**src/scan_point_rasterizer_unit_assert.svh**
```systemverilog
// Assertion macros shared by the scan point rasterizer modules.
// Needs i_clk and i_rst_n in the scope of every use.
`ifndef SCAN_POINT_RASTERIZER_UNIT_ASSERT_SVH
`define SCAN_POINT_RASTERIZER_UNIT_ASSERT_SVH

`ifndef SYNTHESIS
// same-cycle implication
`define SPR_ASSERT_IMP(lbl, ante, cons) \
    lbl: assert property (@(posedge i_clk) disable iff (!i_rst_n) (ante) |-> (cons)) \
        else $error("scan point rasterizer check failed");
// next-cycle implication
`define SPR_ASSERT_NXT(lbl, ante, cons) \
    lbl: assert property (@(posedge i_clk) disable iff (!i_rst_n) (ante) |=> (cons)) \
        else $error("scan point rasterizer check failed");
`else
`define SPR_ASSERT_IMP(lbl, ante, cons)
`define SPR_ASSERT_NXT(lbl, ante, cons)
`endif

`endif

```
**src/spr_pkg.sv**
```systemverilog
// Types, constants and the arctangent table of the scan point rasterizer.
// No dependencies.
package spr_pkg;

    localparam int RANGE_W          = 16;
    localparam int IDX_W            = 12;
    localparam int ANG_W            = 16;
    localparam int Q15_W            = 16;
    localparam int MAG_W            = 15;
    localparam int PROD_W           = RANGE_W + MAG_W;
    localparam int CORDIC_W         = 18;
    localparam int CORDIC_ITERS     = 16;
    localparam int CORDIC_GAIN_INIT = 19898;
    localparam int Q15_MAX          = 32767;
    localparam int QUARTER_TURN     = 16384;
    localparam int HALF_TURN        = 32768;
    localparam int MAX_SAMPLES      = 4096;
    localparam int CFG_W            = 16;

    localparam logic [CFG_W-1:0] ANGLE_START_RST = 16'd0;
    localparam logic [CFG_W-1:0] ANGLE_STEP_RST  = 16'd182;
    localparam logic [CFG_W-1:0] RANGE_MIN_RST   = 16'd0;
    localparam logic [CFG_W-1:0] RANGE_CEIL_RST  = 16'd3500;

    typedef enum logic [1:0] {
        REG_ANGLE_START,
        REG_ANGLE_STEP,
        REG_RANGE_MIN,
        REG_RANGE_CEIL
    } t_reg_idx;

    // folded angle handed to the rotator
    typedef struct packed {
        logic                       keep;
        logic [RANGE_W-1:0]         range;
        logic                       neg;
        logic signed [CORDIC_W-1:0] z;
    } t_rot_in;

    typedef struct packed {
        logic                    keep;
        logic [RANGE_W-1:0]      range;
        logic signed [Q15_W-1:0] cos_q;
        logic signed [Q15_W-1:0] sin_q;
    } t_trig;

    // travels beside the magnitudes through scaling and division
    typedef struct packed {
        logic keep;
        logic cos_neg;
        logic sin_neg;
    } t_tag;

    function automatic logic signed [CORDIC_W-1:0] atan_lut(input int unsigned i);
        logic signed [CORDIC_W-1:0] v;
        case (i)
            0:       v = 18'sd8192;
            1:       v = 18'sd4836;
            2:       v = 18'sd2555;
            3:       v = 18'sd1297;
            4:       v = 18'sd651;
            5:       v = 18'sd326;
            6:       v = 18'sd163;
            7:       v = 18'sd81;
            8:       v = 18'sd41;
            9:       v = 18'sd20;
            10:      v = 18'sd10;
            11:      v = 18'sd5;
            12:      v = 18'sd3;
            13:      v = 18'sd1;
            14:      v = 18'sd1;
            default: v = 18'sd0;
        endcase
        return v;
    endfunction

endpackage

```
**src/spr_front.sv**
```systemverilog
// Front end: sample qualification, beam angle and folding into a quarter turn.
// Depends on spr_pkg.
module spr_front import spr_pkg::*; (
    input  logic               i_clk,
    input  logic               i_rst_n,
    input  logic               i_valid,
    output logic               o_ready,
    input  logic [RANGE_W-1:0] i_range,
    input  logic [IDX_W-1:0]   i_index,
    input  logic [CFG_W-1:0]   i_angle_start,
    input  logic [CFG_W-1:0]   i_angle_step,
    input  logic [CFG_W-1:0]   i_range_min,
    input  logic [CFG_W-1:0]   i_range_ceil,
    output logic               o_valid,
    input  logic               i_ready,
    output t_rot_in            o_data
);

    logic [1:0]               r_vld;
    logic [1:0]               w_vin;
    logic [1:0]               w_rdy;
    logic                     r_a_keep;
    logic [RANGE_W-1:0]       r_a_range;
    logic [ANG_W-1:0]         r_a_prod;
    t_rot_in                  r_b;
    t_rot_in                  n_b;
    logic                     n_a_keep;
    logic [IDX_W+ANG_W-1:0]   w_prod;
    logic [ANG_W-1:0]         w_ang;
    logic signed [CORDIC_W-1:0] w_z;

    assign w_vin   = (r_vld << 1) | 2'(i_valid);
    assign w_rdy[1] = i_ready || !r_vld[1];
    assign w_rdy[0] = i_ready || !r_vld[1] || !r_vld[0];
    assign o_ready = w_rdy[0];
    assign o_valid = r_vld[1];
    assign o_data  = r_b;

    always_comb begin
        n_a_keep = (i_range > i_range_min) && (i_range < i_range_ceil) &&
                   ({20'd0, i_index} < 32'(MAX_SAMPLES));
        w_prod   = i_index * i_angle_step;
    end

    // wrap to a signed binary angle, then fold the back half onto the front
    always_comb begin
        w_ang     = i_angle_start + r_a_prod;
        w_z       = CORDIC_W'(signed'(w_ang));
        n_b.keep  = r_a_keep;
        n_b.range = r_a_range;
        n_b.neg   = 1'b0;
        n_b.z     = w_z;
        if (w_z > CORDIC_W'(QUARTER_TURN)) begin
            n_b.z   = w_z - CORDIC_W'(HALF_TURN);
            n_b.neg = 1'b1;
        end else if (w_z < -CORDIC_W'(QUARTER_TURN)) begin
            n_b.z   = w_z + CORDIC_W'(HALF_TURN);
            n_b.neg = 1'b1;
        end
    end

    always_ff @(posedge i_clk) begin
        if (!i_rst_n) begin
            r_vld <= '0;
        end else begin
            if (w_rdy[0]) r_vld[0] <= w_vin[0];
            if (w_rdy[1]) r_vld[1] <= w_vin[1];
        end
    end

    always_ff @(posedge i_clk) begin
        if (w_rdy[0]) begin
            r_a_keep  <= n_a_keep;
            r_a_range <= i_range;
            r_a_prod  <= w_prod[ANG_W-1:0];
        end
        if (w_rdy[1]) begin
            r_b <= n_b;
        end
    end

endmodule

```
**config.mk**
```make
export PLATFORM = sky130hd
export DESIGN_NAME = spr_front
export DESIGN_NICKNAME = d
export VERILOG_FILES = /design/src/scan_point_rasterizer_unit_assert.svh /design/src/spr_pkg.sv /design/src/spr_front.sv
export SDC_FILE = /design/constraint.sdc
export NUM_CORES = 1
export LEC_CHECK = 0
export BUFFER_PORTS_ARGS = -buffer_cell sky130_fd_sc_hd__buf_2
export CAP_MARGIN = 20
export CORE_MARGIN = 8
export CORE_UTILIZATION = 28
export CTS_BUF_LIST = sky130_fd_sc_hd__clkbuf_8 sky130_fd_sc_hd__clkbuf_16
export DETAILED_ROUTE_END_ITERATION = 8
export PLACE_DENSITY = 0.52
export REMOVE_ABC_BUFFERS = 1
export SKIP_LAST_GASP = 1
export SYNTH_ARGS = -nofsm -noshare
export SYNTH_HDL_FRONTEND = slang
export SYNTH_SLANG_ARGS = --single-unit
```
**constraint.sdc**
```tcl
create_clock -name i_clk -period 4.45 [get_ports i_clk]
set_input_delay 0 -clock i_clk [delete_from_list [all_inputs] [get_ports i_clk]]
set_output_delay 0 -clock i_clk [all_outputs]
set_load 0.02 [all_outputs]
```
Yosys cells after proc, flatten, opt, wreduce, memory -nomap -nowiden

Cells that the tools add are included.

Add/subtract/negate cells: 3
Multiply operators: 1
Divide/modulo/power cells: 0
Order comparisons: 4
Equal/unequal tests: 0
Shift-type cells: 0
Muxes and demuxes: 2
Bitwise logic cells: 1
Reduce and logical (&&, ||, !) cells: 5

Operators with widths:

| cell                   | number |
|---|---|
| $mux 19                | 1 |
| $add 16x17->18 const B | 1 |
| $mux 18                | 1 |
| $sub 16x17->18 const B | 1 |
| $add 16x16->16         | 1 |
| $gt 16x16->1           | 1 |
| $gt 16x16->1 const B   | 1 |
| $lt 16x15->1 const B   | 1 |
| $lt 16x16->1           | 1 |
| $mul 12x16->16         | 1 |
| $logic_not 1->1        | 2 |
| $logic_or 1x1->1       | 2 |
| $or 2x1->2             | 1 |
| $logic_and 1x1->1      | 1 |

Register bits after elaboration: 71
Bits in latches: 0
Bits in writable memories: 0
Bits in read-only memories: 0
Input bits: 96
Output and inout bits: 38
Word-level logic and storage cells: 25
Memories: 0

Logic depth before layout (Yosys ltp)

Depth after elaboration: 4
Mapped depth: 21
Mapped depth without buffers: 20

Worst setup path after synthesis

No wires, ideal clock.

Kind: input port to flip-flop
Start point: input i_angle_step[5]
End point: register r_a_prod[13] (data pin)
Library setup time: 0.258 ns
Data arrival time: 4.126 ns
Required time: 4.192 ns
Slack: 0.065 ns
Stages on the path: 17
Buffers on the path: 1
Cell sequence: clkbuf_1 nand2_1 fa_1 fa_1 inv_1 fa_1 fa_1 inv_1 fa_1 inv_1 ha_1 or2_2 o311a_1 o21a_1 o21ai_1 nor2b_1 xnor2_1

Cells in the longest elaborated chain, start to end: 1

Ends and longest elaborated chain:

| element              | line            | source |
|---|---|---|
| start, declared      | spr_front.sv:11 | `input logic [CFG_W-1:0] i_angle_step,` |
| $mul 12x16->16       | spr_front.sv:42 | `w_prod = i_index * i_angle_step;` |
| via w_prod[13]       | spr_front.sv:28 | `logic [IDX_W+ANG_W-1:0] w_prod;` |
| end signal, assigned | spr_front.sv:75 | `r_a_prod <= w_prod[ANG_W-1:0];` |
| end, declared        | spr_front.sv:24 | `logic [ANG_W-1:0] r_a_prod;` |

The timed path passes the listed nets, and every way through them passes these cells.
A chain may end at the register's enable or synchronous reset.

Worst setup path after layout

Start point: input i_angle_step[5]
End point: register r_a_prod[14] (data pin)

Same word-level chain as after synthesis.

==> reports/metrics.cfg <==
[cells_and_area]
nets = 1145
num_antenna_cells = 0
areaGrowthSynthToFinish_pct = 24.50
stdcell_count = 1225
drive_above_1_share_pct = 21.68

[worst_hold_path]
min_path_cells = 2
hold_path_end = o_data[0]
hold_path.class = input port to flip-flop
min-delay-start = i_angle_start[0]

[worst_setup_path]
cp_max_fo = 7
crit_path_cell_trace = buf_2 > buf_4 > nand2_1 > fa_1 > fa_1 > fa_1 > fa_1 > fa_1 > inv_1 > ha_1 > inv_1 > and3_1 > a2111oi_0 > o311ai_1
cp_slowest_cell = fa_1
critPathCaptureType = flip-flop
reg2reg_from = r_a_prod[0]
crit_top_cell = fa_1
reg2regPathDepth = 11
r2r_slack_ns = 1.54
cp_top_family = adder cells
arrival_ns = 4.22
start_kind = input port
critPathMaxStageDelay_ns = 0.59
r2r-end = o_data[18]
cp_num_buf_inv = 4
path_class = input port to flip-flop
critPathRequiredTime_ns = 4.50

[sta]
drv_slew = 0
worst_slew_pin_slew_ns = 0.5012
hold_ws_ns = 0.01838
max_clock_freq_ghz = 0.2400
setup_viol = 0
fin_crit_ns = 4.166
rsz0062_at_grt = no
maxSlewHeadroom_pct = 66.38
fin_crit_sh_pct = 93.63
hold_violations = 0
finClkSkew_ns = 0.01035

[clocking]
cts_tree = done
clk_latency_ns = 0.33
clk_path_buf_depth = 2
htree_num_levels = 3
clkSinkCount = 70
ctsResizeCount = 0
post_cts.repair.setup_buffers = 0
clk_pin_slew_ns = 0.06
postCtsHoldBufs = 18
root_buffer = clkbuf_16
numCtsBuffers = 9

[pwr]
max-vdd-ir-drop_mv = 0.3436
leakagePower_nw = 4.352
p_per_area_mw_per_mm2 = 544.2

[global_route]
grtUsageTotal_pct = 11.12
grt_overflow_total = 0
grt_pass1_wl_um = 28040
antenna_found_initial = 0
grt_pass1_vias = 5735
grt_max_degree = 36

[synth]
ys_types = 48
yosysWarnings = 0
synthTopCellsByCount = inv_1 (143), nand2_1 (96), fa_1 (80), ha_1 (79), edfxtp_1 (68)
synth_area_per_cell_um2 = 10.07
synthAdderAreaFrac_pct = 36.28
synthTopCellsByArea = edfxtp_1 (29%), fa_1 (22%), ha_1 (14%), inv_1 (7.5%), nand2_1 (5.0%)
synth_largest_area_cell = edfxtp_1
syn_inst = 709
synth_edf_count = 68
synthSimpleGateAreaFrac_pct = 13.23
synth-compound-area-share_pct = 7.220
syn_area_mm2 = 0.007139
synth_xor_area_share_pct = 5.152
netlist.area_leader.share_pct = 28.60
synth.most_common_cell = inv_1
ys_seq_area_share_pct = 29.16
synth.ff_latch_count = 70
synthMuxAreaShare_pct = 0.1402
synth_top_family_by_area = adder cells
async_flop_share_pct = 0
ys.flop_type = edfxtp_1

[drt]
viasPerCell = 4.212
wirelength_um = 16610
drt-pass1-iter-count = 4
dr_total_vias = 5160
wl_per_cell_um = 13.56
drcViolationCount = 0
first_iter_violations = 180
ant_nets = 0

[place]
dp_cells = 1191
io_buffers = 133
place_congestion = 0.8214
place_hpwl_um = 14150

[floorplan]
die_y_um = 175.7
dieArea_mm2 = 0.03086
coreArea_mm2 = 0.02511
start_util_pct = 28.43
io_pins = 134
rows = 58
die_w_um = 175.7

[run_status]
status = complete, no violations

[run]
cap_violations = 0

## routing by layer
metal,vias to the layer above,wire [um],GRT usage (%)
li1,2626,-,-
met1,2423,7934,14.41
met2,103,7851,19.13
met3,8,696,1.589
met4,0,129,2.755
met5,-,0,0
## cell type report
class                           count  area, um^2
Clock buffer                        9       225.2
Timing Repair Buffer              189        1131
Inverter                          143       536.8
Clock inverter                      7       72.57
Multi-Input combinational cell    477        4428
Sequential cell                    70        2082
Tap cell                          330       412.9
Fill cell                        2580       16220
## sequential cells by signal, indices dropped and copies added (netlist names)
name,cells
o_data,35
r_a_prod,16
r_a_range,16
r_vld,2
r_a_keep,1
## per-stage QoR
step / TNS (ns) / utilization [%] / setup WS [ns] / instance area, um^2 / power [W]
floorplan: 0 / - / 0.3061 / 7047 / 0.003284
global placement: -0.002323 / 33.50 / -0.002323 / 8411 / 0.004137
detailed placement: -0.1463 / 33.50 / -0.08288 / 8411 / 0.004172
CTS: 0 / 35.40 / 0.2596 / 8889 / 0.004924
global route: 0 / 35.40 / 0.03103 / 8889 / 0.005387
finish: 0 / 35.40 / 0.2836 / 8889 / 0.004837
## layout by cell type (no fill, tap or decap), types with 3 or more instances in the layout
| cell | instances |
|---|---|
| a211oi_1 | 3 |
| a21o_1 | 11 |
| a21oi_1 | 21 |
| and2_1 | 36 |
| buf_2 | 133 |
| buf_4 | 38 |
| clkbuf_16 | 9 |
| dlygate4sd3_1 | 18 |
| edfxtp_1 | 68 |
| fa_1 | 80 |
| ha_1 | 79 |
| inv_1 | 143 |
| nand2_1 | 96 |
| nand2b_1 | 3 |
| nand4_1 | 8 |
| nor2_1 | 21 |
| nor2b_1 | 9 |
| nor3_1 | 9 |
| nor4_1 | 3 |
| o21a_1 | 10 |
| o21ai_0 | 17 |
| xnor2_1 | 30 |
| xor2_1 | 12 |
## cells by family (layout without fill, tap and decap cells)
group           after synthesis  count (layout)
compound gates               79              79
xor+xnor                     42              42
fa+ha+maj                   159             159
buf+inv                     162             348
flops                        70              70
mux                           1               1
simple gates                196             196
## report_power, final
group / switching [W] / internal, W
Sequential: 0.0000462 / 0.00105
Clock: 0.000273 / 0.000435
Combinational: 0.00161 / 0.00142
Total: 0.00193 / 0.00291
## worst max path at each step
stage,from,end,slack (ns),depth (start not counted)
after global placement,i_index[5],r_a_prod[13],-0.002,17
after CTS,i_angle_step[6],r_a_prod[14],0.26,14
final,i_angle_step[5],r_a_prod[14],0.28,14
after global routing,i_index[5],r_a_prod[14],0.03,19
after detailed placement,i_angle_step[6],r_a_prod[14],-0.08,14
after floorplan,i_angle_step[1],r_a_prod[13],0.31,16
No activity file was read; power rests on OpenSTA's default activity.
