==> config.mk <==
export PLATFORM = sky130hd
export DESIGN_NAME = spr_div
export DESIGN_NICKNAME = d
export VERILOG_FILES = /design/src/spr_pkg.sv /design/src/spr_div.sv
export VERILOG_INCLUDE_DIRS = /design/src /design/src/src
export SDC_FILE = /design/constraint.sdc
export NUM_CORES = 1
export LEC_CHECK = 0
export ABC_AREA = 1
export BUFFER_PORTS_ARGS = -buffer_cell sky130_fd_sc_hd__buf_2
export CAP_MARGIN = 20
export CORE_MARGIN = 1.5
export CORE_UTILIZATION = 50
export DETAILED_ROUTE_END_ITERATION = 8
export PLACE_DENSITY = 0.74
export SLEW_MARGIN = 20
export SYNTH_ARGS = -nofsm -noshare
export SYNTH_HDL_FRONTEND = slang
export SYNTH_SLANG_ARGS = --single-unit
export TNS_END_PERCENT = 20
==> constraint.sdc <==
create_clock -name i_clk -period 13.4 [get_ports i_clk]
set_clock_uncertainty 0.15 [all_clocks]
set_input_delay 4.02 -clock i_clk [delete_from_list [all_inputs] [get_ports i_clk]]
set_output_delay 4.02 -clock i_clk [all_outputs]
set_load 0.02 [all_outputs]
==> src/scan_point_rasterizer_unit_assert.svh <==
// Assertion macros shared by the scan point rasterizer modules.
// Needs i_clk and i_rst_n in the scope of every use.
`ifndef SCAN_POINT_RASTERIZER_UNIT_ASSERT_SVH
`define SCAN_POINT_RASTERIZER_UNIT_ASSERT_SVH

`ifndef SYNTHESIS
// same-cycle implication
`define SPR_ASSERT_IMP(lbl, ante, cons) \
    lbl: assert property (@(posedge i_clk) disable iff (!i_rst_n) (ante) |-> (cons)) \
        else $error("scan point rasterizer check failed");
// next-cycle implication
`define SPR_ASSERT_NXT(lbl, ante, cons) \
    lbl: assert property (@(posedge i_clk) disable iff (!i_rst_n) (ante) |=> (cons)) \
        else $error("scan point rasterizer check failed");
`else
`define SPR_ASSERT_IMP(lbl, ante, cons)
`define SPR_ASSERT_NXT(lbl, ante, cons)
`endif

`endif

==> src/spr_pkg.sv <==
// Types, constants and the arctangent table of the scan point rasterizer.
// No dependencies.
package spr_pkg;

    localparam int RANGE_W          = 16;
    localparam int IDX_W            = 12;
    localparam int ANG_W            = 16;
    localparam int Q15_W            = 16;
    localparam int MAG_W            = 15;
    localparam int PROD_W           = RANGE_W + MAG_W;
    localparam int CORDIC_W         = 18;
    localparam int CORDIC_ITERS     = 16;
    localparam int CORDIC_GAIN_INIT = 19898;
    localparam int Q15_MAX          = 32767;
    localparam int QUARTER_TURN     = 16384;
    localparam int HALF_TURN        = 32768;
    localparam int MAX_SAMPLES      = 4096;
    localparam int CFG_W            = 16;

    localparam logic [CFG_W-1:0] ANGLE_START_RST = 16'd0;
    localparam logic [CFG_W-1:0] ANGLE_STEP_RST  = 16'd182;
    localparam logic [CFG_W-1:0] RANGE_MIN_RST   = 16'd0;
    localparam logic [CFG_W-1:0] RANGE_CEIL_RST  = 16'd3500;

    typedef enum logic [1:0] {
        REG_ANGLE_START,
        REG_ANGLE_STEP,
        REG_RANGE_MIN,
        REG_RANGE_CEIL
    } t_reg_idx;

    // folded angle handed to the rotator
    typedef struct packed {
        logic                       keep;
        logic [RANGE_W-1:0]         range;
        logic                       neg;
        logic signed [CORDIC_W-1:0] z;
    } t_rot_in;

    typedef struct packed {
        logic                    keep;
        logic [RANGE_W-1:0]      range;
        logic signed [Q15_W-1:0] cos_q;
        logic signed [Q15_W-1:0] sin_q;
    } t_trig;

    // travels beside the magnitudes through scaling and division
    typedef struct packed {
        logic keep;
        logic cos_neg;
        logic sin_neg;
    } t_tag;

    function automatic logic signed [CORDIC_W-1:0] atan_lut(input int unsigned i);
        logic signed [CORDIC_W-1:0] v;
        case (i)
            0:       v = 18'sd8192;
            1:       v = 18'sd4836;
            2:       v = 18'sd2555;
            3:       v = 18'sd1297;
            4:       v = 18'sd651;
            5:       v = 18'sd326;
            6:       v = 18'sd163;
            7:       v = 18'sd81;
            8:       v = 18'sd41;
            9:       v = 18'sd20;
            10:      v = 18'sd10;
            11:      v = 18'sd5;
            12:      v = 18'sd3;
            13:      v = 18'sd1;
            14:      v = 18'sd1;
            default: v = 18'sd0;
        endcase
        return v;
    endfunction

endpackage

==> src/spr_div.sv <==
// Two-lane restoring divider by the range ceiling, one quotient bit per stage.
// Depends on spr_pkg and the assertion macro header.
`include "scan_point_rasterizer_unit_assert.svh"
module spr_div import spr_pkg::*; #(
    parameter int IMAGE_SIZE = 256
) (
    input  logic                                    i_clk,
    input  logic                                    i_rst_n,
    input  logic                                    i_valid,
    output logic                                    o_ready,
    input  t_tag                                    i_tag,
    input  logic [1:0][MAG_W+$clog2(IMAGE_SIZE)-1:0] i_mag,
    input  logic [CFG_W-1:0]                        i_range_ceil,
    output logic                                    o_valid,
    input  logic                                    i_ready,
    output t_tag                                    o_tag,
    output logic [1:0][$clog2(IMAGE_SIZE)-1:0]      o_quo
);

    localparam int QW = $clog2(IMAGE_SIZE);
    localparam int MW = MAG_W + QW;

    logic [QW-1:0]    r_vld;
    logic [QW-1:0]    w_vin;
    logic [QW-1:0]    w_rdy;
    t_tag             r_tag  [QW];
    t_tag             w_stag [QW];
    logic [CFG_W-1:0] r_rem  [QW][2];
    logic [CFG_W-1:0] w_srem [QW][2];
    logic [CFG_W-1:0] n_rem  [QW][2];
    logic [QW-1:0]    r_m    [QW][2];
    logic [QW-1:0]    w_sm   [QW][2];
    logic [QW-1:0]    r_q    [QW][2];
    logic [QW-1:0]    w_sq   [QW][2];
    logic [QW-1:0]    n_q    [QW][2];
    logic [CFG_W:0]   w_trial[QW][2];
    logic             w_ge   [QW][2];

    assign w_vin   = (r_vld << 1) | QW'(i_valid);
    assign o_ready = w_rdy[0];
    assign o_valid = r_vld[QW-1];
    assign o_tag   = r_tag[QW-1];
    assign o_quo[0] = r_q[QW-1][0];
    assign o_quo[1] = r_q[QW-1][1];

    always_comb begin
        for (int k = 0; k < QW; k++) begin
            w_rdy[k] = i_ready || (((~r_vld) >> k) != '0);
        end
    end

    // the quotient of a kept sample is below 2**QW, so the bits above QW
    // start as a partial remainder already below the divisor
    always_comb begin
        w_stag[0] = i_tag;
        for (int l = 0; l < 2; l++) begin
            w_srem[0][l] = CFG_W'(i_mag[l][MW-1:QW]);
            w_sm[0][l]   = i_mag[l][QW-1:0];
            w_sq[0][l]   = '0;
        end
        for (int k = 1; k < QW; k++) begin
            w_stag[k] = r_tag[k-1];
            for (int l = 0; l < 2; l++) begin
                w_srem[k][l] = r_rem[k-1][l];
                w_sm[k][l]   = r_m[k-1][l];
                w_sq[k][l]   = r_q[k-1][l];
            end
        end
        for (int k = 0; k < QW; k++) begin
            for (int l = 0; l < 2; l++) begin
                w_trial[k][l] = {w_srem[k][l], w_sm[k][l][QW-1]};
                w_ge[k][l]    = w_trial[k][l] >= {1'b0, i_range_ceil};
                n_rem[k][l]   = w_ge[k][l] ? CFG_W'(w_trial[k][l] - {1'b0, i_range_ceil})
                                           : w_trial[k][l][CFG_W-1:0];
                n_q[k][l]     = (w_sq[k][l] << 1) | QW'(w_ge[k][l]);
            end
        end
    end

    always_ff @(posedge i_clk) begin
        if (!i_rst_n) begin
            r_vld <= '0;
        end else begin
            for (int k = 0; k < QW; k++) begin
                if (w_rdy[k]) r_vld[k] <= w_vin[k];
            end
        end
    end

    always_ff @(posedge i_clk) begin
        for (int k = 0; k < QW; k++) begin
            if (w_rdy[k]) begin
                r_tag[k] <= w_stag[k];
                for (int l = 0; l < 2; l++) begin
                    r_rem[k][l] <= n_rem[k][l];
                    r_m[k][l]   <= w_sm[k][l] << 1;
                    r_q[k][l]   <= n_q[k][l];
                end
            end
        end
    end

    `SPR_ASSERT_IMP(a_cos_rem_ok, r_vld[QW-1] && r_tag[QW-1].keep, r_rem[QW-1][0] < i_range_ceil)
    `SPR_ASSERT_IMP(a_sin_rem_ok, r_vld[QW-1] && r_tag[QW-1].keep, r_rem[QW-1][1] < i_range_ceil)

endmodule

Word-level counts from Yosys, hierarchy flattened
Memories as Yosys holds them, arrays and structs flattened. Index checks and enable logic that the tools add are counted.

Word-level logic and storage cells: 107. RAM bits: 520. Output and inout bits: 21. Bits in registers: 8. Memories: 4. Input port bits: 69.

Magnitude comparators: 16. Bitwise gates (word level): 16. Reductions and logical operators: 15. Mux-type cells: 32. Add/subtract/negate cells: 16.

Memory list: r_rem (depth 8, bits a word 32, rd ports 7, clocked after Yosys merged registers in 0, write ports 8, RTL line spr_div.sv:28) `logic [CFG_W-1:0] r_rem [QW][2];`; r_q (depth 8, bits a word 16, rd ports 8, clocked after Yosys merged registers in 0, write ports 8, RTL line spr_div.sv:33) `logic [QW-1:0] r_q [QW][2];`; r_m (depth 8, bits a word 14, rd ports 7, clocked after Yosys merged registers in 0, write ports 8, RTL line spr_div.sv:31) `logic [QW-1:0] r_m [QW][2];`; r_tag (depth 8, bits a word 3, rd ports 8, clocked after Yosys merged registers in 0, write ports 8, RTL line spr_div.sv:26) `t_tag r_tag [QW];`.

Operators with widths (number): 16-bit two-way mux (16); 16-bit subtractor (16); 17-bit by 16-bit >= comparator with 1-bit output (14); 8-bit by 1-bit bitwise OR with 8-bit output (15); 8-bit nonzero test (7); 16-bit >= comparator (2); 1-bit two-way mux (16); 1-bit logical OR (8); 8-bit inverter (1).

Logic depth before layout (Yosys ltp)
Depth in word-level cells: 5. Gate-level depth with buffers: 15. Depth with buffers taken out: 13.

Least setup slack after synthesis
No wires, ideal clock.

Kind: input-to-output. From: input port i_ready. To: output port o_ready. Required time: 9230 ps. Arrival: 9224 ps. Cell stages on the path: 6. Setup slack: 6 ps. Cells stage by stage: inv_1 > nand3_1 > nor2_1 > nand4_1 > nor2_1 > nand2_1.

Longest elaborated chain between the ends: 1.

RTL lines: from (decl) (RTL line spr_div.sv:15) `input logic i_ready,`; 1-bit logical OR (RTL line spr_div.sv:48) `w_rdy[k] = i_ready || (((~r_vld) >> k) != '0);`; to (decl) (RTL line spr_div.sv:10) `output logic o_ready,`.

No other way between the ends.

Worst setup path in the final report
Same ends and word-level chain as after synthesis.

==> metrics <==
cell with the most instances after synthesis nand2_1; DP HPWL a little under 60 mm; Crit Path Max Fanout 53; CP bufs+invs 5; Worst path slowest cell buf_4; total number of vias 26065; CTS tree built; Final Non-Filler Cells 5049; total CTS buffers 44; Worst Setup Path Type input port to output pin; Synth Area in Compound Gates 0.0335; clock latency on the worst-skew pair 0.59 ns; Tightest Hold Check Type register to register; placed cell count ~5000; Avg WL per Cell 15.5 um; RSZ-0062 raised after global routing false; CTS Root Cell clkbuf_16; top_reg_cell synth edfxtp_1; clk sink count 384; async set-reset flop share out of synthesis 0; Yosys top cell by area edfxtp_1; Setup Buffers After CTS 0; area delta synth->final 8.82%; Mapped Cells 4135; die area 0.0619 sq mm; Clock transition at path regs approximately 0.06 ns; Seq/Total Area, Yosys 0.379; Worst EP required 9.23 ns; Initial Util 0.509; startpoint types input port; grt ovf 0; CP max stage delay 0.55 ns; syn nets 4474; initial drt markers ~1900; PD cells 218 mW/mm^2; DRT Pass-1 Iters 5; number of synthesized register bits 384; CTS resizes 0; Warnings, synthesis 0; Synth top cells by count 1697 x nand2_1, 684 x inv_1, 376 x edfxtp_1; Tmin final 10.40 ns; largest net degree at the start of global routing 54; layout cells sized above 1 0.0662; GPL Wtd Cong approximately 0.97; Worst-Margin Slew roughly 1.0 ns; EDFF count, synth 376; Die X 249 um; initial antenna violation count 0; Worst Setup End Kind output pin; hold slack final 0.256 ns; Synth Area in Adders 0.115; Cell variety after synth 45; Leakage Power 17.8 nW; Std-Cell Rows 89; vias in the first global route between 20000 and 25000; CP delay by family, top buffers and inverters; Post-Synth Simple-Gate Area 0.346; max-cap viol count 0; Global Route Usage Sum 0.252; Synth top area share 0.374; final setup vio count 0; endpoints failing hold 0; Hold Buf Count CTS 0; relative slew slack 0.326; Via density about 5.2; # fillers 5600; syn_area_per_cell 7.30 sq um; Residual DRC 0; VDD IR max 0.0000976 V; first-pass GRT wire length 125 mm; largest family of logic cells by synthesized area simple AND/OR/NAND/NOR gates; TNS Setup 0 ns; ANT cells 0; I/O pins 90; synthesized cell area 0.0302 sq mm; Achievable Freq 96.2 MHz; Total Wirelength just under 80 mm; CP Data Arrival Time 6.23 ns; core area 0.0594 sq mm; crit-path cells buf_2 > inv_1 > nand3_2 > buf_4 > nor2_1 > nand4_1 > buf_4 > nor2_1 > nand2_2 > buf_2; outcome completed; xor/xnor cell area share of the yosys netlist 0.0264; H-tree depth 2; nets between 4000 and 5000; clk buf depth 3; Die Span Y approximately 250 um; mux cell area share after synthesis 0; fin crit share 0.776; Synth area leaders edfxtp_1 37%, nand2_1 21%, ha_1 11%; fin. max-slew vios 0; IO buf count 89; post-route ant nets 0
-- state kept, by name, indices dropped and copies added, names as in the netlist --
signal,flops
r_m,56
r_q,72
r_rem,224
r_tag,24
r_vld,8
-- layout by cell type (no fill, tap or decap), types with 8 or more instances in the layout --
| cell | n |
|---|---|
| nand2_1 | 1695 |
| inv_1 | 682 |
| edfxtp_1 | 376 |
| nand3_1 | 342 |
| ha_1 | 256 |
| nor2_1 | 194 |
| a21oi_1 | 140 |
| buf_2 | 89 |
| xor2_1 | 56 |
| nor3_1 | 51 |
| nand4_1 | 47 |
| clkbuf_16 | 46 |
| xnor2_1 | 35 |
| nand3b_1 | 27 |
| buf_4 | 22 |
| nand2_2 | 20 |
| o21ai_0 | 16 |
| nand3_2 | 14 |
| fa_1 | 14 |
| nand2_4 | 13 |
| nor2_4 | 11 |
| o21a_1 | 11 |
| and2_1 | 11 |
| or2_2 | 10 |
| clkinvlp_4 | 9 |
| dfxtp_1 | 8 |
-- logic make-up after synthesis --
| group | count (synthesis) |
|---|---|
| simple gates | 2462 |
| buf+inv | 742 |
| flops | 384 |
| fa+ha+maj | 270 |
| compound gates | 186 |
| xor+xnor | 91 |
-- final cells by class --
cell class                      instances  area, sq um  share of cell area
Clock buffer                           53         1210              0.0367
Clock inverter                         29          264             0.00803
Inverter                              690         2590              0.0790
Multi-Input combinational cell       3009        15800               0.480
Sequential cell                       384        11500               0.348
Tap cell                              773          967              0.0294
Timing Repair Buffer                  111          611              0.0186
-- report_power, final --
group | switching, W | internal (W)
clock network | 0.000499 | 0.000705
registers | 0.000280 | 0.00194
logic | 0.00244 | 0.00130
-- worst register-to-register path: cells and delay by family, from the launching register on --
kind	cells	cell delay, ns
AND/OR/NAND/NOR	4	0.98
buffers and inverters	3	1.46
flip-flops	1	0.36
-- metrics by stage --
stage	area, sq um	power [W]	utilization	worst slack, ns
2_1_floorplan	30200	0.00507	-	0.00574
3_3_place_gp	31400	0.00585	0.529	3.01
3_5_place_dp	31400	0.00592	0.529	2.91
4_1_cts	32900	0.00715	0.554	2.91
5_1_grt	32900	0.00780	0.554	2.77
6_report	32900	0.00717	0.554	3.00
-- per-layer routing --
layer	track usage	up-vias	routed length, um	part of all wire
met2	0.425	740	35800	0.46
met1	0.325	11745	34100	0.44
li1	-	13414	-	-
met5	0	-	0	0
met4	0.109	0	3410	0.044
met3	0.0338	166	4850	0.062
-- final timing paths --
path / from / end / slack (ns) / cells after the start
worst min-delay path: r_m[2][5]$_DFFE_PP_ / r_m[3][6]$_DFFE_PP_ / 0.26 / 0
worst max register to register: r_vld[7]$_SDFFE_PN0P_ / r_m[1][4]$_DFFE_PP_ / 9.87 / 7
worst max-delay path: i_ready / o_ready / 3.00 / 10
worst min register to register: r_m[2][5]$_DFFE_PP_ / r_m[3][6]$_DFFE_PP_ / 0.26 / 0
No activity file was read; power rests on OpenSTA's default activity.
