## src/scan_point_rasterizer_unit_assert.svh

```systemverilog
// Assertion macros shared by the scan point rasterizer modules.
// Needs i_clk and i_rst_n in the scope of every use.
`ifndef SCAN_POINT_RASTERIZER_UNIT_ASSERT_SVH
`define SCAN_POINT_RASTERIZER_UNIT_ASSERT_SVH

`ifndef SYNTHESIS
// same-cycle implication
`define SPR_ASSERT_IMP(lbl, ante, cons) \
    lbl: assert property (@(posedge i_clk) disable iff (!i_rst_n) (ante) |-> (cons)) \
        else $error("scan point rasterizer check failed");
// next-cycle implication
`define SPR_ASSERT_NXT(lbl, ante, cons) \
    lbl: assert property (@(posedge i_clk) disable iff (!i_rst_n) (ante) |=> (cons)) \
        else $error("scan point rasterizer check failed");
`else
`define SPR_ASSERT_IMP(lbl, ante, cons)
`define SPR_ASSERT_NXT(lbl, ante, cons)
`endif

`endif

```

## src/spr_pkg.sv

```systemverilog
// Types, constants and the arctangent table of the scan point rasterizer.
// No dependencies.
package spr_pkg;

    localparam int RANGE_W          = 16;
    localparam int IDX_W            = 12;
    localparam int ANG_W            = 16;
    localparam int Q15_W            = 16;
    localparam int MAG_W            = 15;
    localparam int PROD_W           = RANGE_W + MAG_W;
    localparam int CORDIC_W         = 18;
    localparam int CORDIC_ITERS     = 16;
    localparam int CORDIC_GAIN_INIT = 19898;
    localparam int Q15_MAX          = 32767;
    localparam int QUARTER_TURN     = 16384;
    localparam int HALF_TURN        = 32768;
    localparam int MAX_SAMPLES      = 4096;
    localparam int CFG_W            = 16;

    localparam logic [CFG_W-1:0] ANGLE_START_RST = 16'd0;
    localparam logic [CFG_W-1:0] ANGLE_STEP_RST  = 16'd182;
    localparam logic [CFG_W-1:0] RANGE_MIN_RST   = 16'd0;
    localparam logic [CFG_W-1:0] RANGE_CEIL_RST  = 16'd3500;

    typedef enum logic [1:0] {
        REG_ANGLE_START,
        REG_ANGLE_STEP,
        REG_RANGE_MIN,
        REG_RANGE_CEIL
    } t_reg_idx;

    // folded angle handed to the rotator
    typedef struct packed {
        logic                       keep;
        logic [RANGE_W-1:0]         range;
        logic                       neg;
        logic signed [CORDIC_W-1:0] z;
    } t_rot_in;

    typedef struct packed {
        logic                    keep;
        logic [RANGE_W-1:0]      range;
        logic signed [Q15_W-1:0] cos_q;
        logic signed [Q15_W-1:0] sin_q;
    } t_trig;

    // travels beside the magnitudes through scaling and division
    typedef struct packed {
        logic keep;
        logic cos_neg;
        logic sin_neg;
    } t_tag;

    function automatic logic signed [CORDIC_W-1:0] atan_lut(input int unsigned i);
        logic signed [CORDIC_W-1:0] v;
        case (i)
            0:       v = 18'sd8192;
            1:       v = 18'sd4836;
            2:       v = 18'sd2555;
            3:       v = 18'sd1297;
            4:       v = 18'sd651;
            5:       v = 18'sd326;
            6:       v = 18'sd163;
            7:       v = 18'sd81;
            8:       v = 18'sd41;
            9:       v = 18'sd20;
            10:      v = 18'sd10;
            11:      v = 18'sd5;
            12:      v = 18'sd3;
            13:      v = 18'sd1;
            14:      v = 18'sd1;
            default: v = 18'sd0;
        endcase
        return v;
    endfunction

endpackage

```

## src/spr_scale.sv

```systemverilog
// Scaling of range by |cos| and |sin| and by the image size, two stages.
// Depends on spr_pkg.
module spr_scale import spr_pkg::*; #(
    parameter int IMAGE_SIZE = 256
) (
    input  logic                                    i_clk,
    input  logic                                    i_rst_n,
    input  logic                                    i_valid,
    output logic                                    o_ready,
    input  t_trig                                   i_data,
    output logic                                    o_valid,
    input  logic                                    i_ready,
    output t_tag                                    o_tag,
    output logic [1:0][MAG_W+$clog2(IMAGE_SIZE)-1:0] o_mag
);

    localparam int QW = $clog2(IMAGE_SIZE);
    localparam int MW = MAG_W + QW;
    localparam int PW = PROD_W + QW;

    logic [1:0]              r_vld;
    logic [1:0]              w_vin;
    logic [1:0]              w_rdy;
    t_tag                    r_a_tag;
    t_tag                    r_b_tag;
    t_tag                    n_a_tag;
    logic [1:0][PROD_W-1:0]  r_a_prod;
    logic [1:0][PROD_W-1:0]  n_a_prod;
    logic [1:0][MW-1:0]      r_b_mag;
    logic [1:0][MW-1:0]      n_b_mag;
    logic signed [Q15_W-1:0] w_trig [2];
    logic [MAG_W-1:0]        w_abs  [2];
    logic [PW-1:0]           w_big  [2];

    assign w_vin    = (r_vld << 1) | 2'(i_valid);
    assign w_rdy[1] = i_ready || !r_vld[1];
    assign w_rdy[0] = i_ready || !r_vld[1] || !r_vld[0];
    assign o_ready  = w_rdy[0];
    assign o_valid  = r_vld[1];
    assign o_tag    = r_b_tag;
    assign o_mag    = r_b_mag;

    always_comb begin
        w_trig[0]       = i_data.cos_q;
        w_trig[1]       = i_data.sin_q;
        n_a_tag.keep    = i_data.keep;
        n_a_tag.cos_neg = i_data.cos_q[Q15_W-1];
        n_a_tag.sin_neg = i_data.sin_q[Q15_W-1];
        for (int l = 0; l < 2; l++) begin
            w_abs[l]    = w_trig[l][Q15_W-1] ? MAG_W'(-w_trig[l]) : w_trig[l][MAG_W-1:0];
            n_a_prod[l] = i_data.range * w_abs[l];
        end
    end

    // product times image size, then drop the Q15 fraction and the factor two
    always_comb begin
        for (int l = 0; l < 2; l++) begin
            w_big[l]   = PW'(r_a_prod[l]) * PW'(IMAGE_SIZE);
            n_b_mag[l] = w_big[l][PW-1:16];
        end
    end

    always_ff @(posedge i_clk) begin
        if (!i_rst_n) begin
            r_vld <= '0;
        end else begin
            if (w_rdy[0]) r_vld[0] <= w_vin[0];
            if (w_rdy[1]) r_vld[1] <= w_vin[1];
        end
    end

    always_ff @(posedge i_clk) begin
        if (w_rdy[0]) begin
            r_a_tag  <= n_a_tag;
            r_a_prod <= n_a_prod;
        end
        if (w_rdy[1]) begin
            r_b_tag <= r_a_tag;
            r_b_mag <= n_b_mag;
        end
    end

endmodule

```

## config.mk

```make
export PLATFORM = sky130hd
export DESIGN_NAME = spr_scale
export DESIGN_NICKNAME = d
export VERILOG_FILES = /design/src/scan_point_rasterizer_unit_assert.svh /design/src/spr_pkg.sv /design/src/spr_scale.sv
export SDC_FILE = /design/constraint.sdc
export NUM_CORES = 1
export LEC_CHECK = 0
export ABC_CLOCK_PERIOD_IN_PS = 21900
export BUFFER_PORTS_ARGS = -buffer_cell sky130_fd_sc_hd__buf_2
export CAP_MARGIN = 20
export CORE_MARGIN = 2
export CORE_UTILIZATION = 40
export CTS_CLUSTER_SIZE = 16
export DETAILED_ROUTE_END_ITERATION = 6
export PLACE_DENSITY = 0.56
export SETUP_SLACK_MARGIN = 0.3
export SYNTH_ARGS = -nofsm -noshare
export SYNTH_HDL_FRONTEND = slang
export SYNTH_SLANG_ARGS = --single-unit
```

## constraint.sdc

```tcl
create_clock -name i_clk -period 21.9 [get_ports i_clk]
set_input_delay 1.095 -clock i_clk [delete_from_list [all_inputs] [get_ports i_clk]]
set_output_delay 1.095 -clock i_clk [all_outputs]
set_load 0.005 [all_outputs]
```

---- After elaboration in Yosys (flattened, before gate mapping) ----
Index checks and enable logic that the tools add are counted.
word-level totals
  flip-flop bits (word level) ............. 116
  latch bits .............................. 0
  memory bits (writable) .................. 0
  bits in read-only memories .............. 0
  input port bits ......................... 53
  output and inout port bits .............. 51
  logic and storage cells ................. 23
  memories ................................ 0
operators by class
  $add $sub $neg .......................... 2
  multiply operators ...................... 2
  div/mod/pow operators ................... 0
  $lt $le $gt $ge ......................... 0
  equal/unequal tests ..................... 0
  shifts and indexed selects .............. 0
  muxes and demuxes ....................... 2
  bitwise operators ....................... 1
  reductions and logical operators ........ 4
operators with widths
  operator                                        count
  16-bit by 15-bit multiplier with 31-bit output  2
  15-bit 2-to-1 mux                               2
  15-bit negation                                 2
  1-bit zero test                                 2
  1-bit logical OR                                2
  2-bit by 1-bit OR with 2-bit output             1

---- Longest topological paths before layout ----
  depth in word-level cells ............... 3
  gate-level depth with buffers ........... 29
  mapped depth without buffers ............ 26

---- Worst setup path before layout ----
Ideal clock, no wire load.
  path kind ............................... input to register
  start point ............................. in i_data[19] (netlist bit)
  end point ............................... reg r_a_prod[28] (netlist bit) (data pin)
  setup time .............................. 259 ps
  arrival time ............................ 7,975 ps
  data required time ...................... 21,641 ps
  slack ................................... 13,667 ps
  stages .................................. 25
  buffers on the path ..................... 2
  path through ............................ or4_1 -> or2_1 -> or4_4 -> nand2_1 -> xnor2_1 -> clkbuf_1 -> nand2_1 -> fa_1 -> inv_1 -> fa_1 -> fa_1 -> fa_1 -> fa_1 -> inv_1 -> fa_1 -> inv_1 -> ha_1 -> clkbuf_1 -> a2111oi_0 -> o2111ai_1 -> nand3_1 -> a31oi_1 -> a311o_1 -> a21oi_1 -> xnor2_1
RTL lines
  element               RTL line         source
  start, declared       spr_scale.sv:10  input t_trig i_data,
  end signal, assigned  spr_scale.sv:75  r_a_prod <= n_a_prod;
  end, declared         spr_scale.sv:27  logic [1:0][PROD_W-1:0] r_a_prod;

==> implementation parameters <==
Parameter                              Value

Run status
  Status ... completed

Worst setup path
  Number of cells traversed by the worst register-to-register path ... 3
  Largest fanout on the critical path ... 16
  Capture instance of the worst register-to-register path ... r_a_prod[50]
  Setup crit end kind ... flop
  Worst endpoint data arrival time ... 8.64 ns
  Crit Path Class ... in -> reg
  Crit path launch type ... input port
  Beginning of the worst register-to-register path ... r_vld[1]
  Required time at the endpoint of the critical path ... 22.03 ns
  R2R setup slack ... 20.33 ns

Run
  Max-capacitance violation count ... 0

Timing
  Slew @ Worst Pin ... 1.08 ns
  Number of hold-slack violations in the final timing report ... 0
  Worst-case clock skew ... 0.0128 ns
  Post-route fraction of the period consumed by the critical path ... 38.9%
  Relative slew slack ... 27.4%
  Total negative slack for setup checks ... 0 ns
  Fmax achieved ... roughly 0.12 GHz
  Min cycle time layout ... 8.52 ns
  Max Slew Vio Count ... 0
  Count of endpoints failing setup in the final report ... 0
  Unrepaired setup endpoints after global routing ... no

Clocking
  Clock latency at the later pin of the worst-skew pair ... 0.38 ns
  Clock-pin slew on the worst setup and hold paths ... about 0.07 ns
  Number of buffers inserted during clock tree synthesis ... 9
  Number of hold-repair buffers added at the cts stage ... 0
  Post-CTS Setup Repair Bufs ... 0
  Buffer depth of the longest clock path ... 2
  Post-cts repair resize count ... 0
  Htree depth ... 3
  Clock tree from TritonCTS ... yes
  Number of sinks on the clock net ... 100
  Clock Root Buffer ... sky130_fd_sc_hd__clkbuf_16

Min path
  Hold path startpoint ... r_a_prod[11]
  Endpoint, Worst Hold ... o_mag[3]
  Hold-critical path depth ... 0
  Hold WC Path Type ... reg -> reg

Drt
  Routed via count ... approximately 14,000
  DRC Markers ... 0
  Wirelength, routed ... around 45 mm
  Antenna viol nets, final ... 0
  TritonRoute pass-1 iters ... 5
  Vias per cell ... 5.13
  Average wire per cell in the routed design ... about 17 um
  Initial DRC count ... approximately 710

Placed design
  Port Buf Inserts ... 103
  DP Wirelength ... 34.1 mm
  Dpl cells ... 2,614
  Weighted congestion at the end of routability-driven global placement ... 0.845

GRT
  Global-route wire length before repair ... roughly 75 mm
  Global routing usage summed across all routing layers ... 19.2%
  Initial antenna violation count ... 2
  Residual overflow from global routing ... 0
  Maximum number of pins on one net before global-route repair ... 51
  Number of global-route vias before repair ... around 14,000

Floorplan
  Height of the chip ... 223 um
  Die area ... 49,600 um^2
  Std-Cell Rows ... 80
  Horizontal die dimension ... 223 um
  Core area ... around 48,000 um^2
  Starting utilization of the core area ... 40.3%
  I/O pin count ... 104

Synthesis
  Post-Synth Simple-Gate Area ... 16.2%
  Yosys cell types ... 57
  Mean cell area of the mapped netlist ... around 9.7 um^2
  EDFF count, synth ... just under 100
  Net count of the mapped netlist ... 2,565
  Number of synthesized register bits ... 100
  Warning count from the yosys run ... 0
  Arithmetic-cell share of the synthesized area counting full adders, half adders and majority gates ... slightly below 50%
  Most common flop cell mapped by yosys ... sky130_fd_sc_hd__edfxtp_1
  Compound-Gate Fraction of Synth Area ... 5.48%
  Fraction of the yosys area taken by sequential cells ... 15.6%
  Mux contribution to synthesized area ... less than 1%
  Syn Inst Count ... 1,968
  Fraction of registers with async set/reset ... 0%
  Parity-gate share of the synthesized area counting xor and xnor cells ... 3.43%
  Area of the mapped netlist ... 19,100 um^2
  Largest family of logic cells by synthesized area ... adder cells

Cells and area
  Layout cells sized above 1 ... 7.84%
  Final layout net count ... 2,608
  Non-filler cells, final ... 2,631
  Diode insertion count for antenna repair ... 0
  Area Growth Syn to Fin ... 7.63%
  Fill count ... around 4,700
[worst max path at each step]
stage	cells past startpoint	endpoint	start	slack, ns
floorplan	25	r_a_prod[28]	i_data[19]	13.67
global placement	23	r_a_prod[28]	i_data[19]	12.84
detailed placement	23	r_a_prod[28]	i_data[19]	12.66
CTS	23	r_a_prod[28]	i_data[19]	13.05
global route	24	r_a_prod[28]	i_data[19]	13.05
finish	25	r_a_prod[28]	i_data[19]	13.38
[sequential cells by signal, indices dropped and copies added, names as in the netlist]
register and cells:
r_vld 2, o_mag 46, r_a_prod 46, r_a_tag 3, o_tag 3
[critical path, stage by stage]
cell and delay (ns):
sky130_fd_sc_hd__buf_2 0.13, sky130_fd_sc_hd__or4_1 0.54, sky130_fd_sc_hd__or2_1 0.26, sky130_fd_sc_hd__o31ai_1 0.58, sky130_fd_sc_hd__nand2_1 0.14, sky130_fd_sc_hd__xor2_1 0.18, sky130_fd_sc_hd__buf_4 0.27, sky130_fd_sc_hd__nand2_1 0.10
sky130_fd_sc_hd__fa_1 0.51, sky130_fd_sc_hd__inv_1 0.06, sky130_fd_sc_hd__fa_1 0.55, sky130_fd_sc_hd__fa_1 0.42, sky130_fd_sc_hd__fa_1 0.46, sky130_fd_sc_hd__fa_1 0.49, sky130_fd_sc_hd__inv_1 0.05, sky130_fd_sc_hd__fa_1 0.47
sky130_fd_sc_hd__inv_1 0.04, sky130_fd_sc_hd__ha_1 0.37, sky130_fd_sc_hd__a2111oi_0 0.60, sky130_fd_sc_hd__o2111ai_1 0.22, sky130_fd_sc_hd__nand3_1 0.18, sky130_fd_sc_hd__a31oi_1 0.22, sky130_fd_sc_hd__a311o_1 0.43, sky130_fd_sc_hd__a21oi_1 0.18
sky130_fd_sc_hd__xnor2_1 0.09
[cells in the mapped netlist, drive strengths merged (5+ instances only)]
library cell | instances | area share (%)
nand2b | 18 | 0.59
o31ai | 9 | 0.45
nor2 | 11 | 0.22
a21o | 21 | 0.82
o21ai | 30 | 0.78
a31oi | 11 | 0.36
nand2 | 244 | 4.8
xor2 | 21 | 0.96
nand4 | 12 | 0.39
and2 | 180 | 5.9
ha | 186 | 12
clkbuf | 88 | 1.7
fa | 358 | 37
nor3 | 6 | 0.16
nand3 | 17 | 0.44
inv | 398 | 7.8
edfxtp | 98 | 15
nor2b | 85 | 2.8
o21bai | 5 | 0.20
xnor2 | 54 | 2.5
a21oi | 48 | 1.3
and3 | 7 | 0.23
[per-stage QoR]
stage | setup WS (ns) | util (%) | cell area [um^2] | hold WS, ns
after global routing | 13.05 | 43.3 | 20600 | 0.422
after detailed placement | 12.66 | 42.7 | 20300 | 0.405
after CTS | 13.05 | 43.3 | 20600 | 0.416
final | 13.38 | 43.3 | 20600 | 0.415
after global placement | 12.84 | 42.7 | 20300 | 0.402
after floorplan | 13.67 | - | 19100 | 0.400
[final cells by class]
cell class / instances / area [um^2] / area share [%]
multi-input combinational: 1380 / 14400 / 69.9
sequential: 100 / 2980 / 14.5
inverter: 398 / 1490 / 7.25
tap: 615 / 769 / 3.73
timing repair buffer: 122 / 658 / 3.19
clock buffer: 11 / 233 / 1.13
clock inverter: 5 / 61.3 / 0.297
[layout by cell type, fill, tap and decap left out, drive strengths merged, types with 18 or more instances in the layout]
master  instances
edfxtp         98
ha            186
nor2b          85
xor2           21
o21ai          30
xnor2          54
fa            358
a21o           21
inv           399
buf           122
and2          180
a21oi          48
nand2b         18
nand2         244
[cell families (layout without fill, tap and decap cells)]
family	after synthesis	after routing
simple gates	598	598
fa+ha+maj	544	544
buf+inv	488	536
compound gates	161	161
flops	100	100
xor+xnor	75	75
mux	2	2
[routing by layer]
layer  up-vias  wire, um  track usage [%]
li1       6124         -                -
met1      7013     20300             27.0
met2       332     22000             31.5
met3        36      2050             2.63
met4         4       603             4.85
met5         -        27                0
Power is not shown: default switching activity piles up to over one toggle a cycle in this logic, so the estimate is an artifact.
