==> src/scan_point_rasterizer_unit_assert.svh <==
// Assertion macros shared by the scan point rasterizer modules.
// Needs i_clk and i_rst_n in the scope of every use.
`ifndef SCAN_POINT_RASTERIZER_UNIT_ASSERT_SVH
`define SCAN_POINT_RASTERIZER_UNIT_ASSERT_SVH

`ifndef SYNTHESIS
// same-cycle implication
`define SPR_ASSERT_IMP(lbl, ante, cons) \
    lbl: assert property (@(posedge i_clk) disable iff (!i_rst_n) (ante) |-> (cons)) \
        else $error("scan point rasterizer check failed");
// next-cycle implication
`define SPR_ASSERT_NXT(lbl, ante, cons) \
    lbl: assert property (@(posedge i_clk) disable iff (!i_rst_n) (ante) |=> (cons)) \
        else $error("scan point rasterizer check failed");
`else
`define SPR_ASSERT_IMP(lbl, ante, cons)
`define SPR_ASSERT_NXT(lbl, ante, cons)
`endif

`endif

==> src/spr_pkg.sv <==
// Types, constants and the arctangent table of the scan point rasterizer.
// No dependencies.
package spr_pkg;

    localparam int RANGE_W          = 16;
    localparam int IDX_W            = 12;
    localparam int ANG_W            = 16;
    localparam int Q15_W            = 16;
    localparam int MAG_W            = 15;
    localparam int PROD_W           = RANGE_W + MAG_W;
    localparam int CORDIC_W         = 18;
    localparam int CORDIC_ITERS     = 16;
    localparam int CORDIC_GAIN_INIT = 19898;
    localparam int Q15_MAX          = 32767;
    localparam int QUARTER_TURN     = 16384;
    localparam int HALF_TURN        = 32768;
    localparam int MAX_SAMPLES      = 4096;
    localparam int CFG_W            = 16;

    localparam logic [CFG_W-1:0] ANGLE_START_RST = 16'd0;
    localparam logic [CFG_W-1:0] ANGLE_STEP_RST  = 16'd182;
    localparam logic [CFG_W-1:0] RANGE_MIN_RST   = 16'd0;
    localparam logic [CFG_W-1:0] RANGE_CEIL_RST  = 16'd3500;

    typedef enum logic [1:0] {
        REG_ANGLE_START,
        REG_ANGLE_STEP,
        REG_RANGE_MIN,
        REG_RANGE_CEIL
    } t_reg_idx;

    // folded angle handed to the rotator
    typedef struct packed {
        logic                       keep;
        logic [RANGE_W-1:0]         range;
        logic                       neg;
        logic signed [CORDIC_W-1:0] z;
    } t_rot_in;

    typedef struct packed {
        logic                    keep;
        logic [RANGE_W-1:0]      range;
        logic signed [Q15_W-1:0] cos_q;
        logic signed [Q15_W-1:0] sin_q;
    } t_trig;

    // travels beside the magnitudes through scaling and division
    typedef struct packed {
        logic keep;
        logic cos_neg;
        logic sin_neg;
    } t_tag;

    function automatic logic signed [CORDIC_W-1:0] atan_lut(input int unsigned i);
        logic signed [CORDIC_W-1:0] v;
        case (i)
            0:       v = 18'sd8192;
            1:       v = 18'sd4836;
            2:       v = 18'sd2555;
            3:       v = 18'sd1297;
            4:       v = 18'sd651;
            5:       v = 18'sd326;
            6:       v = 18'sd163;
            7:       v = 18'sd81;
            8:       v = 18'sd41;
            9:       v = 18'sd20;
            10:      v = 18'sd10;
            11:      v = 18'sd5;
            12:      v = 18'sd3;
            13:      v = 18'sd1;
            14:      v = 18'sd1;
            default: v = 18'sd0;
        endcase
        return v;
    endfunction

endpackage

==> src/spr_cordic.sv <==
// Rotation-mode CORDIC, one iteration per stage, then clamp and half-turn sign.
// Depends on spr_pkg.
module spr_cordic import spr_pkg::*; (
    input  logic    i_clk,
    input  logic    i_rst_n,
    input  logic    i_valid,
    output logic    o_ready,
    input  t_rot_in i_data,
    output logic    o_valid,
    input  logic    i_ready,
    output t_trig   o_data
);

    localparam int NS = CORDIC_ITERS + 1;

    typedef struct packed {
        logic                       keep;
        logic [RANGE_W-1:0]         range;
        logic                       neg;
        logic signed [CORDIC_W-1:0] x;
        logic signed [CORDIC_W-1:0] y;
        logic signed [CORDIC_W-1:0] z;
    } t_crd;

    localparam logic signed [CORDIC_W-1:0] POS_LIM = CORDIC_W'(Q15_MAX);

    logic [NS-1:0] r_vld;
    logic [NS-1:0] w_vin;
    logic [NS-1:0] w_rdy;
    t_crd          r_st  [CORDIC_ITERS];
    t_crd          w_src [CORDIC_ITERS];
    t_crd          n_st  [CORDIC_ITERS];
    t_trig         r_out;
    t_trig         n_out;
    logic signed [CORDIC_W-1:0] w_cx;
    logic signed [CORDIC_W-1:0] w_cy;

    assign w_vin   = (r_vld << 1) | NS'(i_valid);
    assign o_ready = w_rdy[0];
    assign o_valid = r_vld[NS-1];
    assign o_data  = r_out;

    // a stage may load if anything at or after it has room
    always_comb begin
        for (int k = 0; k < NS; k++) begin
            w_rdy[k] = i_ready || (((~r_vld) >> k) != '0);
        end
    end

    always_comb begin
        w_src[0].keep  = i_data.keep;
        w_src[0].range = i_data.range;
        w_src[0].neg   = i_data.neg;
        w_src[0].x     = CORDIC_W'(CORDIC_GAIN_INIT);
        w_src[0].y     = '0;
        w_src[0].z     = i_data.z;
        for (int k = 1; k < CORDIC_ITERS; k++) begin
            w_src[k] = r_st[k-1];
        end
        for (int k = 0; k < CORDIC_ITERS; k++) begin
            n_st[k] = w_src[k];
            if (w_src[k].z >= 0) begin
                n_st[k].x = w_src[k].x - (w_src[k].y >>> k);
                n_st[k].y = w_src[k].y + (w_src[k].x >>> k);
                n_st[k].z = w_src[k].z - atan_lut(k);
            end else begin
                n_st[k].x = w_src[k].x + (w_src[k].y >>> k);
                n_st[k].y = w_src[k].y - (w_src[k].x >>> k);
                n_st[k].z = w_src[k].z + atan_lut(k);
            end
        end
    end

    always_comb begin
        w_cx = r_st[CORDIC_ITERS-1].x;
        w_cy = r_st[CORDIC_ITERS-1].y;
        if (w_cx > POS_LIM)  w_cx = POS_LIM;
        if (w_cx < -POS_LIM) w_cx = -POS_LIM;
        if (w_cy > POS_LIM)  w_cy = POS_LIM;
        if (w_cy < -POS_LIM) w_cy = -POS_LIM;
        if (r_st[CORDIC_ITERS-1].neg) begin
            w_cx = -w_cx;
            w_cy = -w_cy;
        end
        n_out.keep  = r_st[CORDIC_ITERS-1].keep;
        n_out.range = r_st[CORDIC_ITERS-1].range;
        n_out.cos_q = Q15_W'(w_cx);
        n_out.sin_q = Q15_W'(w_cy);
    end

    always_ff @(posedge i_clk) begin
        if (!i_rst_n) begin
            r_vld <= '0;
        end else begin
            for (int k = 0; k < NS; k++) begin
                if (w_rdy[k]) r_vld[k] <= w_vin[k];
            end
        end
    end

    always_ff @(posedge i_clk) begin
        for (int k = 0; k < CORDIC_ITERS; k++) begin
            if (w_rdy[k]) r_st[k] <= n_st[k];
        end
        if (w_rdy[NS-1]) r_out <= n_out;
    end

endmodule

==> config.mk <==
export PLATFORM = sky130hd
export DESIGN_NAME = spr_cordic
export DESIGN_NICKNAME = d
export VERILOG_FILES = /design/src/scan_point_rasterizer_unit_assert.svh /design/src/spr_pkg.sv /design/src/spr_cordic.sv
export SDC_FILE = /design/constraint.sdc
export NUM_CORES = 2
export LEC_CHECK = 0
export BUFFER_PORTS_ARGS = -buffer_cell sky130_fd_sc_hd__buf_2
export CAP_MARGIN = 20
export CORE_ASPECT_RATIO = 0.7
export CORE_UTILIZATION = 25
export DETAILED_ROUTE_END_ITERATION = 10
export GPL_TIMING_DRIVEN = 1
export PLACE_DENSITY = 0.39
export SLEW_MARGIN = 20
export SYNTH_ARGS = -nofsm -noshare
export SYNTH_HDL_FRONTEND = slang
export SYNTH_SLANG_ARGS = --single-unit
==> constraint.sdc <==
create_clock -name i_clk -period 6.7 [get_ports i_clk]
set_input_delay 0.335 -clock i_clk [delete_from_list [all_inputs] [get_ports i_clk]]
set_output_delay 0.335 -clock i_clk [all_outputs]
set_load 0.05 [all_outputs]
Yosys cells after proc, flatten, opt, wreduce, memory -nomap -nowiden
Memories as Yosys holds them, arrays and structs flattened. Index checks and enable logic that the tools add are counted.

Add/subtract/negate cells: 94. $lt $le $gt $ge: 20. Mux-type cells: 86. Bitwise logic cells: 2. Reductions and logical operators: 33.

Operator list (number): 54-bit two-way mux (15); 18-bit two-way mux (34); 18-bit adder (16); 18-bit by 1-bit >= comparator with 1-bit output, second input constant (16); 18-bit subtractor (16); 17-bit nonzero test (16); 16-bit two-way mux (4); 18-bit by 10-bit adder with 18-bit output (2); 18-bit by 11-bit adder with 18-bit output (2); 18-bit by 12-bit adder with 18-bit output (2); 18-bit by 13-bit adder with 18-bit output (2); 18-bit by 14-bit adder with 18-bit output (2); 18-bit by 15-bit adder with 18-bit output (2); 18-bit by 16-bit adder with 18-bit output (2); 18-bit by 17-bit adder with 18-bit output (2); 18-bit by 3-bit adder with 18-bit output (2); 18-bit by 4-bit adder with 18-bit output (2); 18-bit by 5-bit adder with 18-bit output (2); 18-bit by 6-bit adder with 18-bit output (2); 18-bit by 7-bit adder with 18-bit output (2); 18-bit by 8-bit adder with 18-bit output (2); 18-bit by 9-bit adder with 18-bit output (2); 18-bit by 16-bit greater-than comparator with 1-bit output, second input constant (2); 18-bit by 16-bit < comparator with 1-bit output, second input constant (2); other kinds (21) (84).

Register bits: 66. RAM bits: 1152. Input bits: 40. Output and inout bits: 51. Memories: 1.

Memories: r_st (words 16, width 72, rd ports 16, clocked after memory_dff 0, wr ports 16, RTL line spr_cordic.sv:30) `t_crd r_st [CORDIC_ITERS];`.

Logic depth before layout (Yosys ltp)
An unclocked memory read counts as a cell.

Depth after elaboration: 7. Mapped depth: 22. Gate-level depth less buffers: 20.

Least setup slack after synthesis
Ideal clock, no wire load.

Path type: register to register. Start point: register r_vld[16]. End point: memory r_st[0][144] in the netlist's numbering, enable pin. Data arrival time: 4608 ps. Data required time: 6268 ps. Slack: 1660 ps. Stages on the path, launching flop included: 10. Buffers on the path: 0. Cell sequence: dfxtp_1 > nor2b_1 > inv_1 > nor2_1 > and3_1 > and3_1 > and2_1 > and3_1 > and3_1 > nand2_1.

RTL lines: from (decl) (RTL line spr_cordic.sv:27) `logic [NS-1:0] r_vld;`; from (signal, indexed assignment) (RTL line spr_cordic.sv:96) `if (w_rdy[k]) r_vld[k] <= w_vin[k];`; to (decl) (RTL line spr_cordic.sv:30).

==> flow_metrics.env <==
export IMPL_netlist_cell_type_count=87
export IMPL_rsz0062_at_grt="no"
export IMPL_antenna_found_initial=7
export IMPL_fin_crit_sh=0.836
export IMPL_synth_cells=6572
export IMPL_ant_nets=0
export IMPL_clk_latency_ns=0.82
export IMPL_finalClockSkew_ns=0.0774
export IMPL_postCtsSetupRepairBufs=0
export IMPL_remaining_drc_errors=0
export IMPL_first_pass_iters=7
export IMPL_grt_overflow_total=0
export IMPL_start_util=0.252
export IMPL_grt_pass1_vias=48200
export IMPL_utilization=0.288
export IMPL_r2r_cells=21
export IMPL_finalHoldViolCount=0
export IMPL_synth_ff_type="edfxtp_1"
export IMPL_grt_max_degree=73
export IMPL_synth_seq_area_share=0.472
export IMPL_fmax_mhz=179
export IMPL_die_h_um=452
export IMPL_setup_tns_ns=0
export IMPL_cts_sinks=1140
export IMPL_num_io_pins=91
export IMPL_r2r_start="r_st[0][449]$_DFFE_PP_"
export IMPL_end_kind="flip-flop"
export IMPL_cp_required_ns=7.27
export IMPL_async_flop_share=0
export IMPL_cts_tree="built"
export IMPL_cpMostUsedCell="nor2_1"
export IMPL_max_cap_violations=0
export IMPL_cts_root_buf="clkbuf_16"
export IMPL_cts_buffers=143
export IMPL_slew_headroom=0.242
export IMPL_synth_ff_latch_count=1140
export IMPL_via_count=49300
export IMPL_nNetsFinal=7701
export IMPL_ys_warn_count=0
export IMPL_drt_iter0_drc=3312
export IMPL_min_from="i_data[8]"
export IMPL_io_buffers=90
export IMPL_setup_viol=0
export IMPL_die_area_um2=291000
export IMPL_grt_pass1_wl_um=293000
export IMPL_worstSetupStartpoint="r_st[0][449]$_DFFE_PP_"
export IMPL_path_max_fanout=20
export IMPL_crit_cells=21
export IMPL_critPathCapture="r_st[0][556]$_DFFE_PP_"
export IMPL_synth_edf_count=1123
export IMPL_finalInstanceArea_um2=82500
export IMPL_crit_path_cell_trace="inv_1 > ha_1 > or4b_2 > nor4_1 > nor2_1 > buf_4 > inv_1 > buf_4 > nor2_1 > xnor2_1 > ha_1 > a21o_1 > a21oi_1 > o21a_1 > o21ai_0 > a211oi_1 > nor2_1 > or4_1 > nand3_1 > o21ai_0 > xor2_1"
export IMPL_avgRoutedWirePerCell_um=17.6
export IMPL_hpwl_um=150000
export IMPL_start_kind="flip-flop"
export IMPL_dpl_instance_area_um2=77600
export IMPL_core_um2=286000
export IMPL_r2r_end="r_st[0][556]$_DFFE_PP_"
export IMPL_critPathMaxStageDelay_ns=0.59
export IMPL_critical_path_class="flip-flop to flip-flop"
export IMPL_tightest_slew_ns=1.13
export IMPL_timing_critical_path_buf_inv=4
export IMPL_arrival_ns=6.17
export IMPL_gp_routability_congestion=0.810
export IMPL_num_rows=164
export IMPL_synth_avg_cell_area_um2=11.0
export IMPL_via_per_inst=4.58
export IMPL_status="finished clean"
export IMPL_die_width_um=645
export IMPL_htreeDepth=4
export IMPL_min_path_cells=2
export IMPL_grt_usage=0.128
export IMPL_critical_path_top_delay_family="simple AND/OR/NAND/NOR gates"
export IMPL_min_period_ns=5.60
export IMPL_clk_pin_slew_ns=0.06
export IMPL_crit_slowest_cell="or4b_2"
export IMPL_hp_class="primary input to flip-flop"
export IMPL_syn2layout_area_growth_pct=14.2
export IMPL_cts_buffer_depth=4
export IMPL_synth_area_um2=72200
export IMPL_routed_wl_um=190000
export IMPL_r2r_slack_ns=1.10
export IMPL_layout_drive_gt1_share=0.0655
export IMPL_slew_viol_final=0
[per-stage QoR]
stage	setup slack (ns)	hold slack (ns)	cells
global placement	1.14	0.401	10500
finish	1.10	0.246	10800
detailed placement	1.17	0.405	10500
floorplan	1.66	0.400	6573
CTS	1.12	0.162	10700
global route	0.681	0.197	10700
[state kept, by name (all words and copies together), names as in the netlist]
name and cells:
r_vld 17, r_st 1074, o_data 49
[area by class of cell]
type / instances / area (µm²)
antenna: 5 / 12.5
clock buffer: 173 / 3770
fill: 29400 / 204000
multi-input combinational: 4972 / 36500
tap: 3818 / 4780
clock inverter: 70 / 636
inverter: 400 / 1500
sequential: 1140 / 34100
timing repair buffer: 175 / 1210
[cell families after synthesis]
| family | after synthesis | synth area share |
|---|---|---|
| DFF | 1140 | 0.472 |
| other | 1 | 0.0000519 |
| xor gates and xnor gates | 810 | 0.0985 |
| adders and majority gates | 829 | 0.148 |
| buffers and inverters | 461 | 0.0241 |
| AOI/OAI and AO/OA | 1583 | 0.138 |
| muxes | 31 | 0.00445 |
| and+or+nand+nor | 1717 | 0.116 |
[worst register-to-register path, delay by kind of cell, from the launching register on]
| kind | cells | cell delay [ns] |
|---|---|---|
| compound gates | 6 | 1.18 |
| fa+ha+maj | 2 | 0.48 |
| simple gates | 7 | 1.74 |
| buf+inv | 4 | 1.24 |
| xor+xnor | 2 | 0.28 |
| flops | 1 | 0.42 |
[synth_stat cells (80+ instances only)]
library cell     n  area (µm²)
xor2_1         249        2180
o21ai_0        314        1570
a21oi_1        544        2720
nand3_1        122         611
xnor2_1        559        4900
ha_1           785        9820
inv_1          397        1490
o21bai_1        92         691
nand2_1        335        1260
nor2b_1        107         669
nor3_1         178         891
or3_1           80         500
o21a_1          85         638
nor2_1         542        2030
a21o_1         168        1260
edfxtp_1      1123       33700
[worst min-delay path by stage]
stage,end,slack (ns)
global placement,r_st[0][426]$_DFFE_PP_,0.40
CTS,r_st[0][67]$_DFFE_PP_,0.16
finish,r_st[0][8]$_DFFE_PP_,0.25
floorplan,o_data[32]$_DFFE_PP_,0.40
detailed placement,o_data[37]$_DFFE_PP_,0.40
global route,r_st[0][4]$_DFFE_PP_,0.20
[routing by layer]
layer,share of wire,GRT usage,vias up
li1,-,-,24800
met1,0.58,0.213,23500
met2,0.36,0.169,855
met3,0.044,0.0198,199
met4,0.017,0.0259,0
met5,0,0,-
[layout by cell type, fill, tap and decap left out, types with 146 or more instances in the layout]
| cell type | instances |
|---|---|
| ha_1 | 785 |
| nor2_1 | 537 |
| a21oi_1 | 544 |
| nand2_1 | 327 |
| xor2_1 | 249 |
| clkbuf_16 | 146 |
| a21o_1 | 168 |
| nor3_1 | 178 |
| xnor2_1 | 559 |
| o21ai_0 | 314 |
| inv_1 | 388 |
| edfxtp_1 | 1123 |
[repair_timing]
| item | CTS | global route |
|---|---|---|
| gates resized for setup | 0 | 0 |
| endpoints found under the hold margin | 55 | 0 |
| hold buffers | 42 | 0 |
Power is left out: the tool's default activity adds up to more than one toggle a clock period on the data nets, which glitch-free logic cannot reach.
